`src/hdl/sha1nid_pkg.sv`:
```
`timescale 1ns / 1ps

package sha1nid_pkg;

    localparam int DATA_W   = 8;
    localparam int NID_W    = 32;
    localparam int CNT_W    = 7;
    localparam int RND_W    = 7;
    localparam int N_WORDS  = 16;

    localparam logic [RND_W-1:0] LAST_ROUND = 7'd79;
    localparam logic [RND_W-1:0] RND_K1     = 7'd20;
    localparam logic [RND_W-1:0] RND_K2     = 7'd40;
    localparam logic [RND_W-1:0] RND_K3     = 7'd60;

    localparam logic [31:0] H0 = 32'h67452301;
    localparam logic [31:0] H1 = 32'hEFCDAB89;
    localparam logic [31:0] H2 = 32'h98BADCFE;
    localparam logic [31:0] H3 = 32'h10325476;
    localparam logic [31:0] H4 = 32'hC3D2E1F0;

    localparam logic [31:0] K0 = 32'h5A827999;
    localparam logic [31:0] K1 = 32'h6ED9EBA1;
    localparam logic [31:0] K2 = 32'h8F1BBCDC;
    localparam logic [31:0] K3 = 32'hCA62C1D6;

    localparam logic [DATA_W-1:0] PAD_BYTE = 8'h80;
    localparam logic [CNT_W-1:0]  MAX_LEN  = 7'd63;

endpackage

```
`src/hdl/sha1nid_if.sv`:
```
`timescale 1ns / 1ps

interface sha1nid_in_if import sha1nid_pkg::*; ();
    logic              valid;
    logic              ready;
    logic [DATA_W-1:0] data_byte;
    logic              byte_valid;
    logic              last_byte;

    modport source (output valid, data_byte, byte_valid, last_byte, input ready);
    modport sink   (input valid, data_byte, byte_valid, last_byte, output ready);
endinterface

interface sha1nid_out_if import sha1nid_pkg::*; ();
    logic             valid;
    logic             ready;
    logic [NID_W-1:0] nid;
    logic             too_long;

    modport source (output valid, nid, too_long, input ready);
    modport sink   (input valid, nid, too_long, output ready);
endinterface

```
`src/hdl/sha1_single_block_nid.sv`:
```
`timescale 1ns / 1ps

// Takes a message one byte per beat (one beat per cycle while collecting) and
// returns the byte-swapped first SHA-1 digest word of a single padded block.
// After the beat that carries last_byte the input is not ready until the finish
// state is left: the pad state builds the padded block in the schedule shift
// register, the one shared round unit runs the 80 rounds one per cycle, and the
// finish state adds the first initial word into the output register. A message
// of more than 63 bytes goes straight to the finish state, with too_long set and
// nid zero. The finish state waits while an earlier result is still held there.
module sha1_single_block_nid import sha1nid_pkg::*; (
    input  logic          i_clk,
    input  logic          i_rst_n,
    sha1nid_in_if.sink    i_in,
    sha1nid_out_if.source o_out
);

    typedef enum logic [1:0] {S_IDLE, S_PAD, S_ROUND, S_FIN} t_state;

    t_state           r_state;
    logic [CNT_W-1:0] r_cnt;
    logic [CNT_W-1:0] n_cnt;
    logic [RND_W-1:0] r_round;
    logic [31:0]      r_w [N_WORDS];
    logic [31:0]      w_pad [N_WORDS];
    logic [7:0]       w_pad_byte;
    logic [31:0]      r_a, r_b, r_c, r_d, r_e;
    logic [31:0]      w_f, w_k, w_tmp, w_sum;
    logic             r_too_long;
    logic             r_out_valid;
    logic [NID_W-1:0] r_nid;
    logic             r_out_too_long;
    logic             w_in_acc;
    logic             w_slot_free;

    assign i_in.ready     = (r_state == S_IDLE);
    assign w_in_acc       = i_in.valid && i_in.ready;
    assign w_slot_free    = !r_out_valid || o_out.ready;
    assign o_out.valid    = r_out_valid;
    assign o_out.nid      = r_nid;
    assign o_out.too_long = r_out_too_long;

    // count holds at 64 once the message is too long
    assign n_cnt = (i_in.byte_valid && !r_cnt[CNT_W-1]) ? r_cnt + 1'b1 : r_cnt;

    // padded block: message, 0x80, zeros, bit length in bytes 62 and 63
    always_comb begin
        w_pad_byte = '0;
        for (int k = 0; k < N_WORDS; k++) begin
            w_pad[k] = '0;
            for (int j = 0; j < 4; j++) begin
                if (6'(4 * k + j) < r_cnt[5:0]) begin
                    w_pad_byte = r_w[k][8 * (3 - j) +: 8];
                end else if (6'(4 * k + j) == r_cnt[5:0]) begin
                    w_pad_byte = PAD_BYTE;
                end else begin
                    w_pad_byte = '0;
                end
                if (4 * k + j == 62) begin
                    w_pad_byte = {7'b0, r_cnt[5]};
                end
                if (4 * k + j == 63) begin
                    w_pad_byte = {r_cnt[4:0], 3'b000};
                end
                w_pad[k][8 * (3 - j) +: 8] = w_pad_byte;
            end
        end
    end

    // shared round unit
    always_comb begin
        if (r_round < RND_K1) begin
            w_f = (r_b & (r_c ^ r_d)) ^ r_d;
            w_k = K0;
        end else if (r_round < RND_K2) begin
            w_f = r_b ^ r_c ^ r_d;
            w_k = K1;
        end else if (r_round < RND_K3) begin
            w_f = ((r_b | r_c) & r_d) | (r_b & r_c);
            w_k = K2;
        end else begin
            w_f = r_b ^ r_c ^ r_d;
            w_k = K3;
        end
        w_tmp = {r_a[26:0], r_a[31:27]} + w_f + r_e + w_k + r_w[0];
        w_sum = r_a + H0;
    end

    always_ff @(posedge i_clk) begin
        if (!i_rst_n) begin
            r_state     <= S_IDLE;
            r_cnt       <= '0;
            r_round     <= '0;
            r_out_valid <= 1'b0;
        end else begin
            // the finish state decides the output slot itself
            if (o_out.ready && r_state != S_FIN) begin
                r_out_valid <= 1'b0;
            end
            unique case (r_state)
                S_IDLE: begin
                    if (w_in_acc) begin
                        if (i_in.byte_valid && !r_cnt[CNT_W-1]) begin
                            r_w[r_cnt[5:2]][{~r_cnt[1:0], 3'b000} +: 8] <= i_in.data_byte;
                        end
                        if (i_in.last_byte) begin
                            r_too_long <= (n_cnt > MAX_LEN);
                            if (n_cnt > MAX_LEN) begin
                                r_cnt   <= '0;
                                r_state <= S_FIN;
                            end else begin
                                r_cnt   <= n_cnt;
                                r_state <= S_PAD;
                            end
                        end else begin
                            r_cnt <= n_cnt;
                        end
                    end
                end
                S_PAD: begin
                    r_w     <= w_pad;
                    r_a     <= H0;
                    r_b     <= H1;
                    r_c     <= H2;
                    r_d     <= H3;
                    r_e     <= H4;
                    r_cnt   <= '0;
                    r_round <= '0;
                    r_state <= S_ROUND;
                end
                S_ROUND: begin
                    // schedule window holds w[t..t+15]
                    for (int k = 0; k < N_WORDS - 1; k++) begin
                        r_w[k] <= r_w[k + 1];
                    end
                    r_w[N_WORDS-1] <= {r_w[13][30:0] ^ r_w[8][30:0]
                                           ^ r_w[2][30:0] ^ r_w[0][30:0],
                                       r_w[13][31] ^ r_w[8][31] ^ r_w[2][31] ^ r_w[0][31]};
                    r_e     <= r_d;
                    r_d     <= r_c;
                    r_c     <= {r_b[1:0], r_b[31:2]};
                    r_b     <= r_a;
                    r_a     <= w_tmp;
                    r_round <= r_round + 1'b1;
                    if (r_round == LAST_ROUND) begin
                        r_state <= S_FIN;
                    end
                end
                S_FIN: begin
                    if (w_slot_free) begin
                        r_out_valid    <= 1'b1;
                        r_out_too_long <= r_too_long;
                        r_nid          <= r_too_long ? '0 :
                                          {w_sum[7:0], w_sum[15:8], w_sum[23:16], w_sum[31:24]};
                        r_round        <= '0;
                        r_state        <= S_IDLE;
                    end
                end
                default: begin
                    r_state <= S_IDLE;
                end
            endcase
        end
    end

endmodule

```
`src/flat_wrapper.sv`:
```
// flat-port wrapper written by rule: the top's interface ports become plain ports
module sha1_single_block_nid_flat import sha1nid_pkg::*;
  (i_clk, i_rst_n, i_in_valid, i_in_data_byte, i_in_byte_valid, i_in_last_byte, i_in_ready, o_out_valid, o_out_nid, o_out_too_long, o_out_ready);
  sha1nid_in_if i_in_i ();
  sha1nid_out_if o_out_i ();
  input  logic i_clk;
  input  logic i_rst_n;
  input wire logic [$bits(i_in_i.valid)-1:0] i_in_valid;
  input wire logic [$bits(i_in_i.data_byte)-1:0] i_in_data_byte;
  input wire logic [$bits(i_in_i.byte_valid)-1:0] i_in_byte_valid;
  input wire logic [$bits(i_in_i.last_byte)-1:0] i_in_last_byte;
  output wire logic [$bits(i_in_i.ready)-1:0] i_in_ready;
  output wire logic [$bits(o_out_i.valid)-1:0] o_out_valid;
  output wire logic [$bits(o_out_i.nid)-1:0] o_out_nid;
  output wire logic [$bits(o_out_i.too_long)-1:0] o_out_too_long;
  input wire logic [$bits(o_out_i.ready)-1:0] o_out_ready;
  assign i_in_i.valid = i_in_valid;
  assign i_in_i.data_byte = i_in_data_byte;
  assign i_in_i.byte_valid = i_in_byte_valid;
  assign i_in_i.last_byte = i_in_last_byte;
  assign i_in_ready = i_in_i.ready;
  assign o_out_valid = o_out_i.valid;
  assign o_out_nid = o_out_i.nid;
  assign o_out_too_long = o_out_i.too_long;
  assign o_out_i.ready = o_out_ready;
  sha1_single_block_nid u_core (.i_clk(i_clk), .i_rst_n(i_rst_n), .i_in(i_in_i), .o_out(o_out_i));
endmodule
```
`config.mk`:
```
export PLATFORM = sky130hd
export DESIGN_NAME = sha1_single_block_nid_flat
export DESIGN_NICKNAME = d
export VERILOG_FILES = /design/src/hdl/sha1nid_pkg.sv /design/src/hdl/sha1nid_if.sv /design/src/hdl/sha1_single_block_nid.sv /design/src/flat_wrapper.sv
export SDC_FILE = /design/constraint.sdc
export NUM_CORES = 2
export LEC_CHECK = 0
export BUFFER_PORTS_ARGS = -buffer_cell sky130_fd_sc_hd__buf_2
export CORE_UTILIZATION = 56
export CTS_BUF_LIST = sky130_fd_sc_hd__clkbuf_8
export DETAILED_ROUTE_END_ITERATION = 10
export GPL_TIMING_DRIVEN = 0
export HOLD_SLACK_MARGIN = 0.08
export PLACE_DENSITY = 0.72
export SYNTH_ARGS = -nofsm -noshare
export SYNTH_HDL_FRONTEND = slang
export SYNTH_SLANG_ARGS = --single-unit
```
`constraint.sdc`:
```
create_clock -name i_clk -period 17.5 [get_ports i_clk]
set_input_delay 3.5 -clock i_clk [delete_from_list [all_inputs] [get_ports i_clk]]
set_output_delay 3.5 -clock i_clk [all_outputs]
set_load 0.05 [all_outputs]
```
==> flow_summary.rst <==
.. list-table::
   :header-rows: 1

   * - Metric
     - Value
   * - Via-to-Cell Ratio
     - ~6.6
   * - Proportion of synthesized flip-flops having asynchronous set or reset
     - 0
   * - Avg WL per Cell
     - ~29 um
   * - Number of register bits inferred by synthesis
     - 723
   * - Netlist area before placement
     - 37000 sq um
   * - Top-level port count
     - 49
   * - Total of max-cap violations
     - 1
   * - Router iterations before antenna repair
     - 8
   * - Final GP Congestion
     - 1.04
   * - Die W
     - 259 um
   * - Number of setup buffers added after CTS
     - 0
   * - Iteration-0 DRC Markers
     - 4001
   * - Post-detailed-route DRC marker count
     - 0
   * - Total length of routed wires
     - 125000 um
   * - Share of the synthesized area in compound gates (AO/OA/AOI/OAI)
     - 0.138
   * - RSZ-0062 raised after global routing
     - no
   * - CTS tree
     - built
   * - Latest clock arrival within the worst-skew pair
     - slightly below 0.8 ns
   * - Total number of yosys warnings
     - 0
   * - Status
     - complete, but fails checks
   * - Share of synthesized cell area in and, or, nand and nor gates
     - 0.121
   * - Nature of the critical path startpoint
     - register
   * - Root Driver
     - sky130_fd_sc_hd__clkbuf_8
   * - Final hold violations
     - 0
   * - P_leak
     - 13.5 nW
   * - Layout cell share with drive strength beyond 1
     - 0.0864
   * - Slowest stage cell on the critical path
     - sky130_fd_sc_hd__clkbuf_1
   * - Post-Route Skew
     - 0.0380 ns
   * - Crit path largest cell delay
     - 0.73 ns
   * - Clock buffer count from CTS
     - around 110
   * - Largest fanout of any net on the critical path
     - 10
   * - Antenna violations before repair
     - 4
   * - Core Footprint
     - 64800 sq um
   * - Critical path start-end classification
     - reg2reg
   * - Cell repeated most along the worst path
     - sky130_fd_sc_hd__fa_1
   * - Yosys cell types
     - just over 80
   * - Combinational family with the most area after synthesis
     - compound AO/OA/AOI/OAI gates
   * - Clock H-tree levels
     - 3
   * - Area after detailed placement
     - 38600 sq um
   * - Final Instance Count excl. Fillers
     - ~4300
   * - Largest delay share family, worst path
     - compound AO/OA/AOI/OAI gates
   * - Maximum clock insertion buffer count
     - 3
   * - Placed insts
     - 4075
   * - Required time worst endpoint
     - about 18 ns
   * - Number of nets in the synthesized netlist
     - 3338
   * - Per-instance average area after synthesis
     - 11.7 sq um
   * - Transition at the pin with the smallest max-transition slack
     - 1.51 ns
   * - Number of placement rows
     - 93
   * - Power density over cell area
     - around 110 nW/um^2
   * - Setup Viol. Count Final
     - 0
   * - Clock period minus final worst setup slack
     - 7.27 ns
   * - Seq/Total Area, Yosys
     - 0.582
   * - Clock slew at reported path FFs
     - approximately 0.06 ns
   * - Initial Util
     - 0.571
   * - Sink Count
     - 723
   * - Vias in the first global route
     - about 27000
   * - Cts hold-fix bufs
     - 0
   * - Number of instances in the synthesized netlist
     - between 3000 and 4000
   * - Non-Filler Cell Area, Final
     - 40800 sq um
   * - Top achievable clock speed
     - roughly 140 MHz
   * - PortBufs
     - 48
   * - Xor and xnor area share after synthesis
     - 0.0369
   * - Worst slew slack as a fraction of its limit
     - -0.00725
   * - Height of the chip
     - between 200 and 300 um
   * - Antenna-violating nets left
     - 0
   * - Arithmetic-cell share of the synthesized area counting full adders, half adders and majority gates
     - 0.0810
   * - Flip-flop cell with the highest count after synthesis
     - sky130_fd_sc_hd__edfxtp_1
   * - Fraction of synthesized area in multiplexers
     - 0.0100
   * - Largest net degree at the start of global routing
     - 36
   * - Overall track demand over capacity in global routing
     - 0.374
   * - Total Die Area
     - 67100 sq um
   * - Global-route wire length before repair
     - about 180000 um
   * - Setup TNS
     - 0 ns
   * - Cell chain of the critical path
     - buf_2 > a41o_1 > nor2_1 > inv_2 > nand2b_1 > buf_2 > clkbuf_1 > o221a_2 > fa_1 > inv_1 > fa_1 > fa_1 > inv_1 > ha_1 > inv_1 > fa_1 > nor2b_1 > o211ai_1 > a311o_1 > a31oi_1 > a221oi_1 > xnor2_1 > and2_1
   * - Critical path buffers and inverters
     - 7
   * - Area growth syn-to-layout
     - 10.2%
   * - Count of pins over their slew limit
     - 11
   * - Total half-perimeter wirelength after legalization and detailed placement
     - roughly 91000 um
   * - Global route total overflow
     - 0
   * - DR vias
     - 28500
   * - Final cycle utilization of the critical path
     - 0.415
   * - Worst path arrival time
     - 7.77 ns
   * - Class of the worst hold path
     - reg2reg
   * - Worst hold slack across all endpoints
     - 0.510 ns
   * - Kind of capture point of the worst setup path
     - register
   * - Number of nets in the final layout
     - around 3500
   * - Count of instances resized after the clock tree is built
     - 0
   * - Number of flops mapped to enable cells by yosys
     - 706
   * - Violations in the final reports
     - max-capacitance violations, max-slew violations
   * - Peak VDD IR
     - 0.0688 mV
-- logic make-up after synthesis --
kind of cell / count (synthesis)
adder cells (fa/ha/maj): 168
AO/OA/AOI/OAI: 773
multiplexers: 37
flip-flops: 723
buffers and inverters: 309
XOR/XNOR: 155
AND/OR/NAND/NOR: 991
-- worst paths after layout --
path / start / end / slack [ns] / cells past startpoint
setup / recovery: u_core.r_round[5]$_SDFFE_PN0P_ / u_core.r_a[21]$_SDFFCE_PN0P_ / 10.23 / 23
hold / removal: register / register / 0.51 / 2
setup reg to reg: u_core.r_round[5]$_SDFFE_PN0P_ / u_core.r_a[21]$_SDFFCE_PN0P_ / 10.23 / 23
hold reg to reg: register / register / 0.51 / 2
-- power by group --
group	total (mW)	internal (mW)	switching, mW
Sequential	2.09	2.02	0.0693
Combinational	0.867	0.294	0.573
Clock	1.36	0.648	0.707
Total	4.31	2.96	1.35
-- worst min-delay path: cells and delay by family (launching register included) --
family | cells | cell delay, ns
flip-flops | 1 | 0.32
AO/OA/AOI/OAI | 1 | 0.06
AND/OR/NAND/NOR | 1 | 0.05
-- area by class of cell --
type / count / area [sq um]
diodes: 4 / 10.0
plain buffers: 179 / 678
flip-flops and latches: 723 / 21500
clock buffers: 116 / 1600
clock inverters: 94 / 467
fillers: 5215 / 24100
multi-input cells: 2124 / 14500
well taps: 855 / 1070
inverters: 130 / 488
repair buffers: 70 / 440
-- cell usage after synthesis (all sizes together) (3+ instances only) --
library cell,number,share of area
o21ai,367,0.050
nand4,7,0.0014
a211oi,28,0.0062
xor2,31,0.0073
nand2,541,0.055
o211ai,15,0.0030
and2,92,0.016
nor2,147,0.015
a41o,4,0.0011
buf,12,0.0014
a22o,118,0.028
and4,3,0.00071
o221ai,18,0.0043
ha,49,0.017
o22ai,25,0.0042
nor2b,18,0.0030
or2,5,0.00091
dfxtp,17,0.0092
a31oi,11,0.0019
fa,119,0.064
nor3b,6,0.0012
o21bai,5,0.0011
a221oi,17,0.0040
a21oi,69,0.0097
edfxtp,706,0.57
inv,128,0.013
a21o,16,0.0033
nand3,33,0.0045
nand2b,81,0.014
a2111oi,3,0.0010
a211o,4,0.0012
mux2i,36,0.0097
and3,12,0.0020
o221a,21,0.0064
o21a,16,0.0035
clkbuf,167,0.017
a311oi,6,0.0014
a32oi,3,0.00071
xnor2,124,0.030
nor3,33,0.0046
nor4,5,0.0012
a221o,14,0.0038
-- per-layer routing --
layer  global-route usage  vias to the layer above  wire [um]
met4                0.161                        2       6180
li1                     -                    11800          -
met1                0.531                    14100      48100
met3               0.0938                      394      16600
met5                    0                        -         13
met2                0.549                     2154      53800
-- stage by stage --
step / setup slack [ns] / power [mW] / utilization
2_1_floorplan: 6.59 / 2.68 / -
3_3_place_gp: 3.41 / 2.93 / 0.591
3_5_place_dp: 10.38 / 2.96 / 0.595
4_1_cts: 10.36 / 4.28 / 0.627
5_1_grt: 9.98 / 4.44 / 0.629
6_report: 10.23 / 4.31 / 0.629
-- layout by cell type, fill, tap and decap left out, types with 12 or more instances in the layout --
cell / netlist / layout
sky130_fd_sc_hd__xnor2_1: 123 / 123
sky130_fd_sc_hd__a221oi_1: 17 / 14
sky130_fd_sc_hd__clkbuf_8: 0 / 116
sky130_fd_sc_hd__a22o_1: 118 / 118
sky130_fd_sc_hd__o21ai_0: 360 / 360
sky130_fd_sc_hd__o21a_1: 14 / 14
sky130_fd_sc_hd__xor2_1: 31 / 31
sky130_fd_sc_hd__a21oi_1: 65 / 65
sky130_fd_sc_hd__fa_1: 119 / 119
sky130_fd_sc_hd__edfxtp_1: 706 / 706
sky130_fd_sc_hd__mux2i_1: 36 / 36
sky130_fd_sc_hd__ha_1: 49 / 49
sky130_fd_sc_hd__clkinv_1: 2 / 45
sky130_fd_sc_hd__dfxtp_1: 17 / 17
sky130_fd_sc_hd__nor3_1: 32 / 24
sky130_fd_sc_hd__nand2b_1: 81 / 81
sky130_fd_sc_hd__nand3_1: 33 / 33
sky130_fd_sc_hd__nor2_1: 146 / 144
sky130_fd_sc_hd__a21o_1: 15 / 15
sky130_fd_sc_hd__clkbuf_1: 167 / 167
sky130_fd_sc_hd__a221o_1: 14 / 14
sky130_fd_sc_hd__inv_1: 127 / 156
sky130_fd_sc_hd__and2_1: 91 / 91
sky130_fd_sc_hd__o221ai_1: 18 / 18
sky130_fd_sc_hd__o221a_2: 21 / 21
sky130_fd_sc_hd__a211oi_2: 1 / 14
sky130_fd_sc_hd__nand2_1: 541 / 541
sky130_fd_sc_hd__clkinv_2: 0 / 14
sky130_fd_sc_hd__nor2b_1: 18 / 18
sky130_fd_sc_hd__a211oi_1: 26 / 13
sky130_fd_sc_hd__and3_1: 12 / 12
sky130_fd_sc_hd__o211ai_1: 15 / 15
sky130_fd_sc_hd__buf_2: 5 / 64
sky130_fd_sc_hd__o22ai_1: 25 / 25
Power figures use the tool's default switching activity.
